`config.mk`:
```
export PLATFORM = sky130hd
export DESIGN_NAME = unit_cube_to_simplex_map
export DESIGN_NICKNAME = d
export VERILOG_FILES = /design/src/rtl/ucs_pkg.sv /design/src/rtl/ucs_sermul.sv /design/src/rtl/unit_cube_to_simplex_map.sv
export SDC_FILE = /design/constraint.sdc
export NUM_CORES = 1
export LEC_CHECK = 0
export BUFFER_PORTS_ARGS = -buffer_cell sky130_fd_sc_hd__buf_2
export CORE_MARGIN = 10
export CORE_UTILIZATION = 55
export DETAILED_ROUTE_END_ITERATION = 8
export PLACE_DENSITY = 0.82
export RECOVER_POWER = 50
export SYNTH_ARGS = -nofsm -noshare
export SYNTH_HDL_FRONTEND = slang
export SYNTH_SLANG_ARGS = --single-unit
export TNS_END_PERCENT = 20
```
`constraint.sdc`:
```
create_clock -name clk -period 9.2 [get_ports clk]
set_input_delay 0.46 -clock clk [delete_from_list [all_inputs] [get_ports clk]]
set_output_delay 0.46 -clock clk [all_outputs]
set_load 0.05 [all_outputs]
```
`src/rtl/ucs_pkg.sv`:
```
// Shared constants for the unit cube to simplex map.
package ucs_pkg;
    localparam int SPLIT_W       = 5;
    localparam int CUBE_W        = 18;
    localparam int SENS_W        = 17;
    localparam int COORD_W       = 4;
    localparam int DEF_MAX_SPLIT = 16;
    localparam int DEF_FRAC_BITS = 16;
    localparam logic [SPLIT_W-1:0] SPLIT_RESET = 5'd4;
    localparam logic REG_X_SPLIT = 1'b0;
    localparam logic REG_Y_SPLIT = 1'b1;
endpackage

```
`src/rtl/ucs_sermul.sv`:
```
// Bit-serial fixed-point multiplier: result = (a * b) >> (W-1).
module ucs_sermul #(
    parameter int W = 17
) (
    input  logic         clk,
    input  logic         rst_n,
    input  logic         start,
    input  logic [W-1:0] a,
    input  logic [W-1:0] b,
    output logic         done,
    output logic [W-1:0] result
);
    localparam int CW = (W > 1) ? $clog2(W) : 1;

    logic          busy_reg, busy_next;
    logic          done_reg, done_next;
    logic [CW-1:0] cnt_reg, cnt_next;
    logic [W-1:0]  a_reg, a_next;
    logic [W-1:0]  hi_reg, hi_next;
    logic [W-1:0]  lo_reg, lo_next;
    logic [W:0]    sum;

    always_comb
    begin
        sum       = {1'b0, hi_reg} + (lo_reg[0] ? {1'b0, a_reg} : '0);
        busy_next = busy_reg;
        done_next = 1'b0;
        cnt_next  = cnt_reg;
        a_next    = a_reg;
        hi_next   = hi_reg;
        lo_next   = lo_reg;
        if (start)
        begin
            busy_next = 1'b1;
            cnt_next  = '0;
            a_next    = a;
            hi_next   = '0;
            lo_next   = b;
        end
        else if (busy_reg)
        begin
            hi_next  = sum[W:1];
            lo_next  = {sum[0], lo_reg[W-1:1]};
            cnt_next = cnt_reg + 1'b1;
            if (cnt_reg == CW'(W-1))
            begin
                busy_next = 1'b0;
                done_next = 1'b1;
            end
        end
    end

    always_ff @(posedge clk or negedge rst_n)
    begin
        if (!rst_n)
        begin
            busy_reg <= 1'b0;
            done_reg <= 1'b0;
            cnt_reg  <= '0;
        end
        else
        begin
            busy_reg <= busy_next;
            done_reg <= done_next;
            cnt_reg  <= cnt_next;
        end
    end

    always_ff @(posedge clk)
    begin
        a_reg  <= a_next;
        hi_reg <= hi_next;
        lo_reg <= lo_next;
    end

    assign done   = done_reg;
    assign result = {hi_reg[W-2:0], lo_reg[W-1]};
endmodule

```
`src/rtl/unit_cube_to_simplex_map.sv`:
```
// Unit cube to simplex map: stick-breaking subpixel sensitivities from cube coordinates.
// One input item is worked at a time. The k-th root is found by a binary search of
// FRAC_BITS+1 steps; each step raises the candidate to the k-th power with up to k
// products on a bit-serial multiplier, stopping early once the power falls to the
// target, with k the number of subpixels still to come. No search is run for c = 1.0,
// errors or the 1x1 case.
// A finished result waits in the output register while the next item is taken.
module unit_cube_to_simplex_map
    import ucs_pkg::*;
#(
    parameter int MAX_SPLIT = DEF_MAX_SPLIT,
    parameter int FRAC_BITS = DEF_FRAC_BITS
) (
    input  logic               clk,
    input  logic               rst_n,
    input  logic               s_tvalid,
    output logic               s_tready,
    input  logic [23:0]        s_tdata,   // [17:0] cube_value
    output logic               m_tvalid,
    input  logic               m_tready,
    output logic [31:0]        m_tdata,   // [16:0] sensitivity, [20:17] sub_x, [24:21] sub_y
    output logic               m_tuser,   // [0] status
    output logic               m_tlast,
    input  logic               cfg_valid,
    output logic               cfg_ready,
    input  logic               cfg_index,
    input  logic [SPLIT_W-1:0] cfg_data
);
    localparam int W  = FRAC_BITS + 1;
    localparam int PW = $clog2(MAX_SPLIT);
    localparam int EW = $clog2(MAX_SPLIT + 1);
    localparam int KW = 2 * EW;
    localparam logic [W-1:0] ONE = W'(1) << FRAC_BITS;

    localparam logic [2:0] S_IDLE   = 3'd0;
    localparam logic [2:0] S_SEARCH = 3'd1;
    localparam logic [2:0] S_CHK    = 3'd2;
    localparam logic [2:0] S_POW    = 3'd3;
    localparam logic [2:0] S_SMUL   = 3'd4;
    localparam logic [2:0] S_FIN    = 3'd5;
    localparam logic [2:0] S_EMIT1  = 3'd6;
    localparam logic [2:0] S_EMIT2  = 3'd7;

    logic [2:0]         state_reg, state_next;
    logic [SPLIT_W-1:0] xsp_reg, xsp_next, ysp_reg, ysp_next;
    logic [W-1:0]       range_reg, range_next;
    logic [PW-1:0]      px_reg, px_next, py_reg, py_next;
    logic [KW-1:0]      k_reg, k_next, j_reg, j_next;
    logic [W-1:0]       u_reg, u_next, lo_reg, lo_next, hi_reg, hi_next;
    logic [W-1:0]       mid_reg, mid_next, p_reg, p_next, sens_reg, sens_next;
    logic               has2_reg, has2_next;
    logic [SENS_W-1:0]  r1s_reg, r1s_next, r2s_reg, r2s_next;
    logic [COORD_W-1:0] r1x_reg, r1x_next, r1y_reg, r1y_next;
    logic [COORD_W-1:0] r2x_reg, r2x_next, r2y_reg, r2y_next;
    logic               r1st_reg, r1st_next, r1l_reg, r1l_next;
    logic               ov_reg, ov_next;
    logic [SENS_W-1:0]  os_reg, os_next;
    logic [COORD_W-1:0] ox_reg, ox_next, oy_reg, oy_next;
    logic               ost_reg, ost_next, ol_reg, ol_next;

    logic [EW-1:0]      xs, ys;
    logic [KW-1:0]      total, idx;
    logic signed [CUBE_W-1:0] cube;
    logic               err;
    logic [W-1:0]       cval, rem;
    logic [W:0]         midsum;
    logic               mul_start, mul_done;
    logic [W-1:0]       mul_a, mul_b, mul_res;
    logic               slot_free;

    function automatic logic [EW-1:0] eff_split(input logic [SPLIT_W-1:0] v);
        if (v == '0)
            return EW'(1);
        else if (32'(v) > MAX_SPLIT)
            return EW'(MAX_SPLIT);
        else
            return EW'(v);
    endfunction

    ucs_sermul #(.W(W)) u_mul (
        .clk    (clk),
        .rst_n  (rst_n),
        .start  (mul_start),
        .a      (mul_a),
        .b      (mul_b),
        .done   (mul_done),
        .result (mul_res)
    );

    assign xs        = eff_split(xsp_reg);
    assign ys        = eff_split(ysp_reg);
    assign total     = KW'(xs) * KW'(ys);
    assign idx       = KW'(py_reg) * KW'(xs) + KW'(px_reg);
    assign cube      = $signed(s_tdata[CUBE_W-1:0]);
    assign err       = cube[CUBE_W-1] || (34'(unsigned'(cube)) > 34'(ONE));
    assign cval      = W'(unsigned'(cube));
    assign rem       = range_reg - sens_reg;
    assign midsum    = {1'b0, lo_reg} + {1'b0, hi_reg} + (W+1)'(1);
    assign slot_free = !ov_reg || m_tready;

    always_comb
    begin
        state_next = state_reg;
        xsp_next   = xsp_reg;
        ysp_next   = ysp_reg;
        range_next = range_reg;
        px_next    = px_reg;
        py_next    = py_reg;
        k_next     = k_reg;
        j_next     = j_reg;
        u_next     = u_reg;
        lo_next    = lo_reg;
        hi_next    = hi_reg;
        mid_next   = mid_reg;
        p_next     = p_reg;
        sens_next  = sens_reg;
        has2_next  = has2_reg;
        r1s_next   = r1s_reg;
        r1x_next   = r1x_reg;
        r1y_next   = r1y_reg;
        r1st_next  = r1st_reg;
        r1l_next   = r1l_reg;
        r2s_next   = r2s_reg;
        r2x_next   = r2x_reg;
        r2y_next   = r2y_reg;
        ov_next    = ov_reg && !m_tready;
        os_next    = os_reg;
        ox_next    = ox_reg;
        oy_next    = oy_reg;
        ost_next   = ost_reg;
        ol_next    = ol_reg;
        mul_start  = 1'b0;
        mul_a      = p_reg;
        mul_b      = mid_reg;

        unique case (state_reg)
            S_IDLE:
            begin
                if (cfg_valid)
                begin
                    if (cfg_index == REG_X_SPLIT)
                        xsp_next = cfg_data;
                    else
                        ysp_next = cfg_data;
                    range_next = ONE;
                    px_next    = '0;
                    py_next    = '0;
                end
                else if (s_tvalid)
                begin
                    has2_next  = 1'b0;
                    r1st_next  = 1'b0;
                    r1l_next   = 1'b0;
                    state_next = S_EMIT1;
                    if (err)
                    begin
                        r1s_next   = '0;
                        r1x_next   = COORD_W'(px_reg);
                        r1y_next   = COORD_W'(py_reg);
                        r1st_next  = 1'b1;
                        r1l_next   = 1'b1;
                        range_next = ONE;
                        px_next    = '0;
                        py_next    = '0;
                    end
                    else if (total < KW'(2))
                    begin
                        r1s_next   = SENS_W'(ONE);
                        r1x_next   = '0;
                        r1y_next   = '0;
                        r1l_next   = 1'b1;
                        range_next = ONE;
                        px_next    = '0;
                        py_next    = '0;
                    end
                    else
                    begin
                        if (idx > total - KW'(2))
                        begin
                            range_next = ONE;
                            px_next    = '0;
                            py_next    = '0;
                            k_next     = total - KW'(1);
                        end
                        else
                            k_next = total - KW'(1) - idx;
                        if (cval == ONE)
                        begin
                            sens_next  = (idx > total - KW'(2)) ? ONE : range_reg;
                            state_next = S_FIN;
                        end
                        else
                        begin
                            u_next     = ONE - cval;
                            lo_next    = '0;
                            hi_next    = ONE;
                            state_next = S_SEARCH;
                        end
                    end
                end
            end
            S_SEARCH:
            begin
                if (lo_reg < hi_reg)
                begin
                    mid_next   = midsum[W:1];
                    p_next     = ONE;
                    j_next     = '0;
                    state_next = S_CHK;
                end
                else
                begin
                    mul_start  = 1'b1;
                    mul_a      = range_reg;
                    mul_b      = ONE - lo_reg;
                    state_next = S_SMUL;
                end
            end
            S_CHK:
            begin
                if (p_reg <= u_reg)
                begin
                    lo_next    = mid_reg;
                    state_next = S_SEARCH;
                end
                else if (j_reg == k_reg)
                begin
                    hi_next    = mid_reg - W'(1);
                    state_next = S_SEARCH;
                end
                else
                begin
                    mul_start  = 1'b1;
                    j_next     = j_reg + KW'(1);
                    state_next = S_POW;
                end
            end
            S_POW:
            begin
                if (mul_done)
                begin
                    p_next     = mul_res;
                    state_next = S_CHK;
                end
            end
            S_SMUL:
            begin
                if (mul_done)
                begin
                    sens_next  = (mul_res > range_reg) ? range_reg : mul_res;
                    state_next = S_FIN;
                end
            end
            S_FIN:
            begin
                r1s_next   = SENS_W'(sens_reg);
                r1x_next   = COORD_W'(px_reg);
                r1y_next   = COORD_W'(py_reg);
                range_next = rem;
                if (k_reg == KW'(1))
                begin
                    has2_next  = 1'b1;
                    r2s_next   = SENS_W'(rem);
                    r2x_next   = COORD_W'(xs - EW'(1));
                    r2y_next   = COORD_W'(ys - EW'(1));
                    range_next = ONE;
                    px_next    = '0;
                    py_next    = '0;
                end
                else if (32'(px_reg) + 1 >= 32'(xs))
                begin
                    px_next = '0;
                    py_next = py_reg + PW'(1);
                end
                else
                    px_next = px_reg + PW'(1);
                state_next = S_EMIT1;
            end
            S_EMIT1:
            begin
                if (slot_free)
                begin
                    ov_next    = 1'b1;
                    os_next    = r1s_reg;
                    ox_next    = r1x_reg;
                    oy_next    = r1y_reg;
                    ost_next   = r1st_reg;
                    ol_next    = r1l_reg;
                    state_next = has2_reg ? S_EMIT2 : S_IDLE;
                end
            end
            S_EMIT2:
            begin
                if (slot_free)
                begin
                    ov_next    = 1'b1;
                    os_next    = r2s_reg;
                    ox_next    = r2x_reg;
                    oy_next    = r2y_reg;
                    ost_next   = 1'b0;
                    ol_next    = 1'b1;
                    state_next = S_IDLE;
                end
            end
            default:
                state_next = S_IDLE;
        endcase
    end

    always_ff @(posedge clk or negedge rst_n)
    begin
        if (!rst_n)
        begin
            state_reg <= S_IDLE;
            xsp_reg   <= SPLIT_RESET;
            ysp_reg   <= SPLIT_RESET;
            range_reg <= ONE;
            px_reg    <= '0;
            py_reg    <= '0;
            ov_reg    <= 1'b0;
            has2_reg  <= 1'b0;
        end
        else
        begin
            state_reg <= state_next;
            xsp_reg   <= xsp_next;
            ysp_reg   <= ysp_next;
            range_reg <= range_next;
            px_reg    <= px_next;
            py_reg    <= py_next;
            ov_reg    <= ov_next;
            has2_reg  <= has2_next;
        end
    end

    always_ff @(posedge clk)
    begin
        k_reg    <= k_next;
        j_reg    <= j_next;
        u_reg    <= u_next;
        lo_reg   <= lo_next;
        hi_reg   <= hi_next;
        mid_reg  <= mid_next;
        p_reg    <= p_next;
        sens_reg <= sens_next;
        r1s_reg  <= r1s_next;
        r1x_reg  <= r1x_next;
        r1y_reg  <= r1y_next;
        r1st_reg <= r1st_next;
        r1l_reg  <= r1l_next;
        r2s_reg  <= r2s_next;
        r2x_reg  <= r2x_next;
        r2y_reg  <= r2y_next;
        os_reg   <= os_next;
        ox_reg   <= ox_next;
        oy_reg   <= oy_next;
        ost_reg  <= ost_next;
        ol_reg   <= ol_next;
    end

    assign s_tready  = (state_reg == S_IDLE) && !cfg_valid;
    assign cfg_ready = (state_reg == S_IDLE);
    assign m_tvalid  = ov_reg;
    assign m_tdata   = {7'd0, oy_reg, ox_reg, os_reg};
    assign m_tuser   = ost_reg;
    assign m_tlast   = ol_reg;
endmodule

```
; Word-level counts from Yosys, hierarchy flattened
; Cells that the tools add are included.
; W data, S select, Z words.
[op_classes]
n_shift = 0
n_addsub = 18
order_cmp = 9
eq_ne = 31
n_mul = 2
n_reduce_logical = 37
bitwise = 5
div = 0
muxes = 123
[ops]
columns = op, count
row1 = $mux W17, 41
row2 = $pmux W17 S2, 7
row3 = $mux W4, 20
row4 = $pmux W4 S2, 6
row5 = $mux W10, 4
row6 = $sub A17 B17 Y17 const A, 2
row7 = $mux W3, 11
row8 = $mux W5, 6
row9 = $ne A2 B2 Y1 const B, 13
row10 = $pmux W3 S8, 1
row11 = $mux W1, 20
row12 = $pmux W10 S2, 1
row13 = $add A17 B17 Y18, 1
row14 = $add A17 B18 Y18, 1
row15 = $add A18 B1 Y18 const B, 1
row16 = $gt A18 B17 Y1 const B, 1
row17 = $reduce_and A3 Y1, 6
row18 = $eq A17 B17 Y1 const B, 1
row19 = $gt A17 B17 Y1, 1
row20 = $le A17 B17 Y1, 1
row21 = $lt A17 B17 Y1, 1
row22 = $sub A17 B1 Y17 const B, 1
row23 = $sub A17 B17 Y17, 1
row24 = $reduce_and A4 Y1, 4
row25 = other kinds (40), 73
[totals]
input_bits = 35
latchBits = 0
n_memories = 0
regBits = 299
romBits = 0
ramBits = 0
out_inout_bits = 37
elab_cells = 260

; Depth between registers and ports, before layout
; Gate-level depths: netlist of run 1.
[logic_depth]
word_depth = 13
depth_mapped = 29
depth_no_buf = 26

; Modules after synthesis
; Synthesis of run 1 repeated with hierarchy kept, for this count alone.
[hier_totals]
hier_cells = 1826
hier_area_um2 = 19014.5
[modules_own_cells]
columns = mod, seq_area_each_um2, cells_each, instances, area_per_inst_um2
row1 = unit_cube_to_simplex_map, 7040.5, 1530, 1, 15811.4
row2 = ucs_sermul, 1536.5, 296, 1, 3203.1

; Worst setup path before layout of run 1
; Ideal clock, no wire load.
[synth_timing]
path_type = flip-flop to flip-flop
startpoint = register xsp_reg[2]
endpoint = register sens_reg[16] (data pin)
required_time_ns = 8.933
setup_ns = 0.267
t_arrival_ns = 6.356
path_stages_with_launch = 25
path_slack_ns = 2.577
path_buffers = 2
synth_period_minus_slack_ns = 6.623
cell_sequence = dfstp_2 -> nor2b_1 -> inv_1 -> or2_2 -> fa_1 -> fa_1 -> fa_1 -> inv_1 -> ha_1 -> a211oi_2 -> xor2_1 -> a31oi_1 -> or3_4 -> or4_4 -> xor2_1 -> ha_1 -> nand4_1 -> nor4_1 -> or2_2 -> and2_1 -> clkbuf_1 -> a21oi_1 -> nor2_1 -> clkbuf_1 -> a21oi_1
[synth_via]
elab_chain_len = 13
word_cells_on_any_way = 16
cone_classes = add/sub: 2 / mul: 2 / order compare: 2 / mux: 9 / reduce/logical: 1
[synth_rtl]
columns = item, line_no
row1 = start: declaration, unit_cube_to_simplex_map.sv:45  ; logic [SPLIT_W-1:0] xsp_reg, xsp_next, ysp_reg, ysp_next;
row2 = start signal: assignment, unit_cube_to_simplex_map.sv:326  ; xsp_reg <= xsp_next;
row3 = $gt A5 B5 Y1, unit_cube_to_simplex_map.sv:74  ; else if (32'(v) > MAX_SPLIT)
row4 = $mux W5, unit_cube_to_simplex_map.sv:74
row5 = $mux W5 *, unit_cube_to_simplex_map.sv:72  ; if (v == '0)
row6 = $mul A5 B5 Y10 or $mul A4 B5 Y9 (tied branches), "unit_cube_to_simplex_map.sv:92, unit_cube_to_simplex_map.sv:93"
row7 = $sub A10 B2 Y10 or $add A9 B4 Y10 (tied branches), "unit_cube_to_simplex_map.sv:189, unit_cube_to_simplex_map.sv:93"
row8 = $gt A10 B10 Y1 *, unit_cube_to_simplex_map.sv:189  ; sens_next = (idx > total - KW'(2)) ? ONE : range_reg;
row9 = $mux W17 *, --
row10 = $mux W17 *, unit_cube_to_simplex_map.sv:187  ; if (cval == ONE)
row11 = $mux W17 *, unit_cube_to_simplex_map.sv:166  ; else if (total < KW'(2))
row12 = $mux W17 *, unit_cube_to_simplex_map.sv:155  ; if (err)
row13 = $mux W17 *, unit_cube_to_simplex_map.sv:149  ; else if (s_tvalid)
row14 = $mux W17 *, unit_cube_to_simplex_map.sv:139  ; if (cfg_valid)
row15 = $pmux W17 S2 *, unit_cube_to_simplex_map.sv:136  ; unique case (state_reg)
row16 = net sens_next[16], unit_cube_to_simplex_map.sv:50  ; logic [W-1:0] mid_reg, mid_next, p_reg, p_next, sens_reg, sens_next;
row17 = end signal: assignment, unit_cube_to_simplex_map.sv:345  ; sens_reg <= sens_next;
row18 = end: declaration, unit_cube_to_simplex_map.sv:50
; Mark *: on every way through the listed nets, which the timed path passes. The rest lies on a longest branch. The select of a mux whose other input is x is not followed.
; A chain may end at the register's enable or synchronous reset.

; Worst setup path in the final report of run 1
; Same ends and word-level chain as after synthesis.

==> results of run 1 <==
critical path: stages (launching register included):
cell and delay, ns:
dfstp_2 0.55, nor2b_1 0.38, inv_1 0.24, or2_2 0.35
fa_1 0.47, fa_1 0.51, fa_1 0.54, inv_1 0.04
ha_1 0.26, a211oi_2 0.20, xor2_1 0.16, a31oi_1 0.13
or3_4 0.35, or4_4 0.46, xor2_1 0.18, ha_1 0.36
nand4_1 0.09, nor4_1 0.33, or2_2 0.19, and2_1 0.55
a21oi_1 0.09, nor2_1 0.84, a21oi_1 0.15
power by group through the flow:
stage               sequential [mW]  combinational [mW]  clock (mW)
CTS                            2.49                4.53        1.30
finish                         2.50                4.52        1.28
global placement               2.49                4.30           0
detailed placement             2.50                4.49           0
global route                   2.55                5.04        1.35
floorplan                      2.50                3.47           0
synthesized netlist by cell type (4+ instances only):
cell and count:
a211oi_1 4, nor3_1 38, a21o_1 32, mux2_2 37
xnor2_1 91, a22o_2 5, dfrtp_1 44, xor2_1 49
o211ai_1 7, o31ai_1 7, a21oi_1 107, or3_1 20
a31oi_1 6, nand2_1 85, nand4_1 20, a22o_1 25
buf_4 8, nand2b_1 26, mux2i_1 29, nor2_1 191
or2_2 10, o22ai_1 6, inv_1 170, dfxtp_1 17
fa_1 22, edfxtp_1 235, ha_1 175, nand3_1 22
nor3b_1 5, o21a_1 9, nor2b_1 23, and2_1 58
clkbuf_1 36, o21bai_1 12, nor4_1 15, o21ai_0 61
cell type report:
type	instances	area (µm²)	area share (%)
multi-input cells	1252	9214	45.24
inverters	172	645.6	3.170
flip-flops and latches	299	8577	42.12
clock buffers	36	824.5	4.049
well taps	448	560.5	2.753
clock inverters	20	206.4	1.014
repair buffers	72	336.6	1.653
layer usage:
metal | GRT usage (%) | vias to the layer above | wire (µm)
li1 | - | 6304 | -
met1 | 25.67 | 6404 | 18270
met2 | 33.22 | 342 | 19970
met3 | 2.996 | 60 | 2227
met4 | 4.893 | 2 | 872
met5 | 0 | - | 13
through the flow:
step / utilization [%] / std cells
after floorplan: - / 1775
after global placement: 57.89 / 2243
after detailed placement: 57.89 / 2243
after CTS: 60.96 / 2299
after global routing: 60.73 / 2299
final: 60.73 / 2299
final timing paths:
kind / slack [ns] / end / start
max in group asynchronous: 6.71 / u_mul.cnt_reg[2] / rst_n
min in group asynchronous: 0.87 / xsp_reg[0] / rst_n
worst min-delay path: 0.12 / xsp_reg[4] / cfg_data[4]
worst min register to register: 0.54 / px_reg[3] / px_reg[3]
worst max register to register: 1.50 / sens_reg[16] / xsp_reg[2]
worst max-delay path: 1.50 / sens_reg[16] / xsp_reg[2]
cells by family after synthesis:
group                      Yosys count  share of synthesized area (%)
and+or+nand+nor                    528                          13.80
AOI/OAI and AO/OA                  314                          10.93
DFF                                299                          45.99
buffers and inverters              224                          4.796
adders and majority gates          197                          14.10
xor gates and xnor gates           140                          6.574
muxes                               66                          3.790
other                                1                        0.02011
==> impl_metrics.env, run 1 <==
export IMPL_status="finished with violations"
export IMPL_failed_checks="max-capacitance violations, max-slew violations"
export IMPL_routed_wl_um=41360
export IMPL_yosys_area_top_type_share_pct=37.83
export IMPL_grt_max_degree=70
export IMPL_start_util_pct=55.62
export IMPL_rows=67
export IMPL_ctsResizeCount=0
export IMPL_finalSetupViolCount=0
export IMPL_worstSetupPathType="flip-flop to flip-flop"
export IMPL_clk_pin_slew_ns=0.06
export IMPL_max_clock_path_buffers=3
export IMPL_root_buffer="clkbuf_16"
export IMPL_relSlewSlack_pct=-86.94
export IMPL_core_area_um2=33530
export IMPL_holdWs_ns=0.1165
export IMPL_worst_setup_path_end_kind="flip-flop"
export IMPL_period_needed_ns=7.702
export IMPL_timing_fmax_ghz=0.1298
export IMPL_syn_inst=1769
export IMPL_via_per_inst=5.703
export IMPL_worst_slack_ns=1.498
export IMPL_setup_tns_ns=0
export IMPL_synth_area_um2=18650
export IMPL_ys_ff_latch=299
export IMPL_synthTopCellsByArea="edfxtp_1, ha_1, dfrtp_1"
export IMPL_slew_violations=128
export IMPL_layout_commonest_cell="edfxtp_1"
export IMPL_crit_fanout=18
export IMPL_r2r_cells=22
export IMPL_final_cell_mix="edfxtp_1, nor2_1, ha_1"
export IMPL_syn_avg_cell_area_um2=10.54
export IMPL_skew_ns=0.008021
export IMPL_hold_class="input pin to flip-flop"
export IMPL_ir_drop_uv=279.4
export IMPL_grtUsageTotal_pct=19.56
export IMPL_antenna_cells=0
export IMPL_antenna_found_initial=1
export IMPL_nFillCells=2667
export IMPL_pwr_share_comb_pct=54.4
export IMPL_htreeDepth=1
export IMPL_drive_gt1_share_pct=7.942
export IMPL_max_cap_violations=4
export IMPL_nets=2059
export IMPL_detailed_place_area_um2=19410
export IMPL_ios=72
export IMPL_seq_area_frac_synth_pct=45.99
export IMPL_fin_area_um2=20360
export IMPL_grt_overflow_total=0
export IMPL_p_clk_share_pct=15.4
export IMPL_worstMarginPinSlew_ns=2.804
export IMPL_dieHeight_um=204.2
export IMPL_synth_flop_cell="edfxtp_1"
export IMPL_drtAntennaViolNets=0
export IMPL_yosysTopAreaCell="edfxtp_1"
export IMPL_seqPwrFrac_pct=30.1
export IMPL_rsz0062_at_grt="no"
export IMPL_io_buffers=58
export IMPL_switching_share_pct=42.47
export IMPL_internal_power_mw=4.773
export IMPL_required_ns=9.48
export IMPL_ctsHoldBuffers=0
export IMPL_area_delta_synth_final_pct=9.183
export IMPL_routedWlPerCell_um=17.99
export IMPL_cts_setup_buffers=0
export IMPL_pre_cts_ws_ns=1.586
export IMPL_yosysUniqueCellTypes=75
export IMPL_die_area_um2=41680
export IMPL_drt_iter0_drc=1032
export IMPL_cts_sinks=299
export IMPL_route_detailed_drc=0
export IMPL_arrival_ns=7.99
export IMPL_synth_edf_count=235
export IMPL_switching_power_mw=3.523
export IMPL_async_flop_share_pct=15.72
export IMPL_p_leak_nw=8.581
export IMPL_hold_viol=0
export IMPL_clk_latency_ns=0.57
export IMPL_grt_pass1_vias=13120
export IMPL_hpwlAfterDp_um=30390
export IMPL_powerDensity_nw_per_um2=407.4
export IMPL_yosysWarningCount=0
export IMPL_cts_made_buffers=30
export IMPL_cp_start_kind="flip-flop"
export IMPL_num_vias=13110
export IMPL_fin_crit_sh_pct=83.72
export IMPL_dr_pass1_iters=5
export IMPL_gp_congestion=0.9334
export IMPL_grt_pass1_wl_um=66730
export IMPL_die_w_um=204.2
export IMPL_hold_depth=3
export IMPL_p_total_mw=8.297
export IMPL_cts_tree="yes"
Power figures use the tool's default switching activity.
==> run 2, diff against run 1 <==
--- a/config.mk
+++ b/config.mk
@@ -9,7 +9,7 @@
 export CORE_MARGIN = 10
 export CORE_UTILIZATION = 55
 export DETAILED_ROUTE_END_ITERATION = 8
-export PLACE_DENSITY = 0.82
+export PLACE_DENSITY = 0.85
 export RECOVER_POWER = 50
 export SYNTH_ARGS = -nofsm -noshare
 export SYNTH_HDL_FRONTEND = slang
==> constraint.sdc (replaced) <==
create_clock -name clk -period 6.28 [get_ports clk]
set_input_delay 0.314 -clock clk [delete_from_list [all_inputs] [get_ports clk]]
set_output_delay 0.314 -clock clk [all_outputs]
set_load 0.05 [all_outputs]
==> impl_metrics.env, run 2 (same netlist as run 1, synthesis figures left out) <==
export IMPL_crit_chain="nor2b_2, inv_1, or2_2, fa_1, fa_1, fa_1, inv_1, ha_2, a211oi_2, xor2_1, a31oi_1, or3_4, or4_4, xor2_1, ha_1, a21o_1, a21oi_1, or2_2, and2_4, a21oi_2, nor2_4, a21oi_1"
export IMPL_crit_fanout=17
export IMPL_clk_pin_slew_ns=0.06
export IMPL_slowest_delay_ns=0.55
export IMPL_post_route_util_pct=61.72
export IMPL_nFillCells=2580
export IMPL_cts_tree="yes"
export IMPL_route_detailed_drc=0
export IMPL_cp_start_kind="flip-flop"
export IMPL_status="finished with violations"
export IMPL_gp_congestion=0.9249
export IMPL_drt_iter0_drc=1084
export IMPL_nets=2083
export IMPL_io_buffers=58
export IMPL_grt_max_degree=70
export IMPL_dieHeight_um=204.2
export IMPL_p_leak_nw=8.738
export IMPL_crit_start="xsp_reg[2]"
export IMPL_start_util_pct=55.62
export IMPL_failed_checks="max-capacitance violations, max-slew violations"
export IMPL_worstSetupPathType="flip-flop to flip-flop"
export IMPL_hold_class="input pin to flip-flop"
export IMPL_timing_fmax_ghz=0.1659
export IMPL_reg2reg_slack_ns=0.25
export IMPL_hpwlAfterDp_um=31250
export IMPL_critPathTopFamily="adder cells"
export IMPL_relSlewSlack_pct=-85.33
export IMPL_powerDensity_nw_per_um2=610.5
export IMPL_worst_setup_path_end_kind="flip-flop"
export IMPL_worst_slack_ns=0.2505
export IMPL_p_total_mw=12.63
export IMPL_die_w_um=204.2
export IMPL_root_buffer="clkbuf_16"
export IMPL_htreeDepth=2
export IMPL_path_buf_inv=2
export IMPL_rr_startpoint="xsp_reg[2]"
export IMPL_cts_made_buffers=34
export IMPL_skew_ns=0.01472
export IMPL_hold_viol=0
export IMPL_rr_endpoint="sens_reg[16]"
export IMPL_layout_commonest_cell="edfxtp_1"
export IMPL_r2r_cells=22
export IMPL_die_area_um2=41680
export IMPL_rows=67
export IMPL_clk_latency_ns=0.51
export IMPL_cts_sinks=299
export IMPL_drive_gt1_share_pct=9.488
export IMPL_drtAntennaViolNets=0
export IMPL_routed_wl_um=43220
export IMPL_max_cap_violations=4
export IMPL_setup_tns_ns=0
export IMPL_area_delta_synth_final_pct=10.95
export IMPL_antenna_cells=0
export IMPL_ir_drop_uv=479.9
export IMPL_routedWlPerCell_um=18.60
export IMPL_pre_cts_ws_ns=0.03399
export IMPL_num_vias=13430
export IMPL_core_area_um2=33530
export IMPL_finalSetupViolCount=0
export IMPL_grtUsageTotal_pct=20.67
export IMPL_worstMarginPinSlew_ns=2.780
export IMPL_period_needed_ns=6.030
export IMPL_final_cell_mix="edfxtp_1, nor2_1, ha_1"
export IMPL_worstSetupEndpoint="sens_reg[16]"
export IMPL_arrival_ns=6.28
export IMPL_grt_overflow_total=0
export IMPL_max_clock_path_buffers=3
export IMPL_fin_crit_sh_pct=96.01
export IMPL_seqCellArea_um2=8577
export IMPL_required_ns=6.53
export IMPL_grt_pass1_wl_um=70270
export IMPL_ios=72
export IMPL_via_per_inst=5.779
export IMPL_dr_pass1_iters=5
export IMPL_crit_slowest_cell="dfstp_2"
export IMPL_grt_pass1_vias=13830
export IMPL_crit_path_frequent_cell="fa_1"
export IMPL_slew_violations=130
export IMPL_multiInputGateArea_um2=9258
export IMPL_cp_num_cells=22
export IMPL_antenna_found_initial=1
-- run 2: area by class of cell --
| cell class | instances | share of cell area [%] |
|---|---|---|
| well taps | 448 | 2.709 |
| clock buffers | 41 | 4.438 |
| inverters | 172 | 3.120 |
| flip-flops and latches | 299 | 41.45 |
| multi-input cells | 1252 | 44.73 |
| clock inverters | 20 | 1.149 |
| repair buffers | 92 | 2.406 |
-- run 2: repair_timing --
action,CTS,global route
endpoints found under the setup margin,0,52
hold buffers,1,0
resized for setup,0,10
setup buffers,0,1
endpoints found under the hold margin,44,0
-- run 2: power breakdown --
group	leakage, nW	total [mW]	internal (mW)	switching (mW)
Clock	0.558	2.06	1.25	0.806
Combinational	5.26	6.92	2.91	4.01
Sequential	2.92	3.66	3.13	0.523
Total	8.74	12.6	7.30	5.34
-- run 2: worst reg2reg max path, stage by stage (launching register included) --
cell and delay [ns]:
dfstp_2 0.55, nor2b_2 0.15, inv_1 0.06, or2_2 0.30, fa_1 0.51, fa_1 0.44
fa_1 0.54, inv_1 0.04, ha_2 0.21, a211oi_2 0.18, xor2_1 0.16, a31oi_1 0.13
or3_4 0.36, or4_4 0.46, xor2_1 0.17, ha_1 0.33, a21o_1 0.18, a21oi_1 0.17
or2_2 0.16, and2_4 0.16, a21oi_2 0.05, nor2_4 0.35, a21oi_1 0.12
-- run 2: worst min path at each step --
stage,from,endpoint,slack [ns],depth (start not counted)
2_1_floorplan,rst_n,has2_reg,0.02,0
4_1_cts,s_tdata[0],u_reg[0],0.01,1
6_report,cfg_data[4],xsp_reg[4],0.03,3
3_3_place_gp,rst_n,ysp_reg[0],0.44,2
3_5_place_dp,rst_n,ysp_reg[0],0.46,2
5_1_grt,cfg_data[2],xsp_reg[2],0.06,2
-- run 2: stage by stage --
step / area [µm²] / hold slack, ns / std cells
6_report: 20690 / 0.02822 / 2324
3_5_place_dp: 19560 / 0.4636 / 2262
5_1_grt: 20690 / 0.06360 / 2324
2_1_floorplan: 18680 / 0.01841 / 1775
3_3_place_gp: 19560 / 0.4403 / 2262
4_1_cts: 20730 / 0.01330 / 2324
-- run 2: routing by layer --
| metal | GRT usage [%] | share of wire, % | vias up |
|---|---|---|---|
| li1 | - | - | 6358 |
| met1 | 26.43 | 41 | 6484 |
| met2 | 35.30 | 49 | 492 |
| met3 | 2.837 | 6.9 | 95 |
| met4 | 7.141 | 2.7 | 2 |
| met5 | 0 | 0.030 | - |
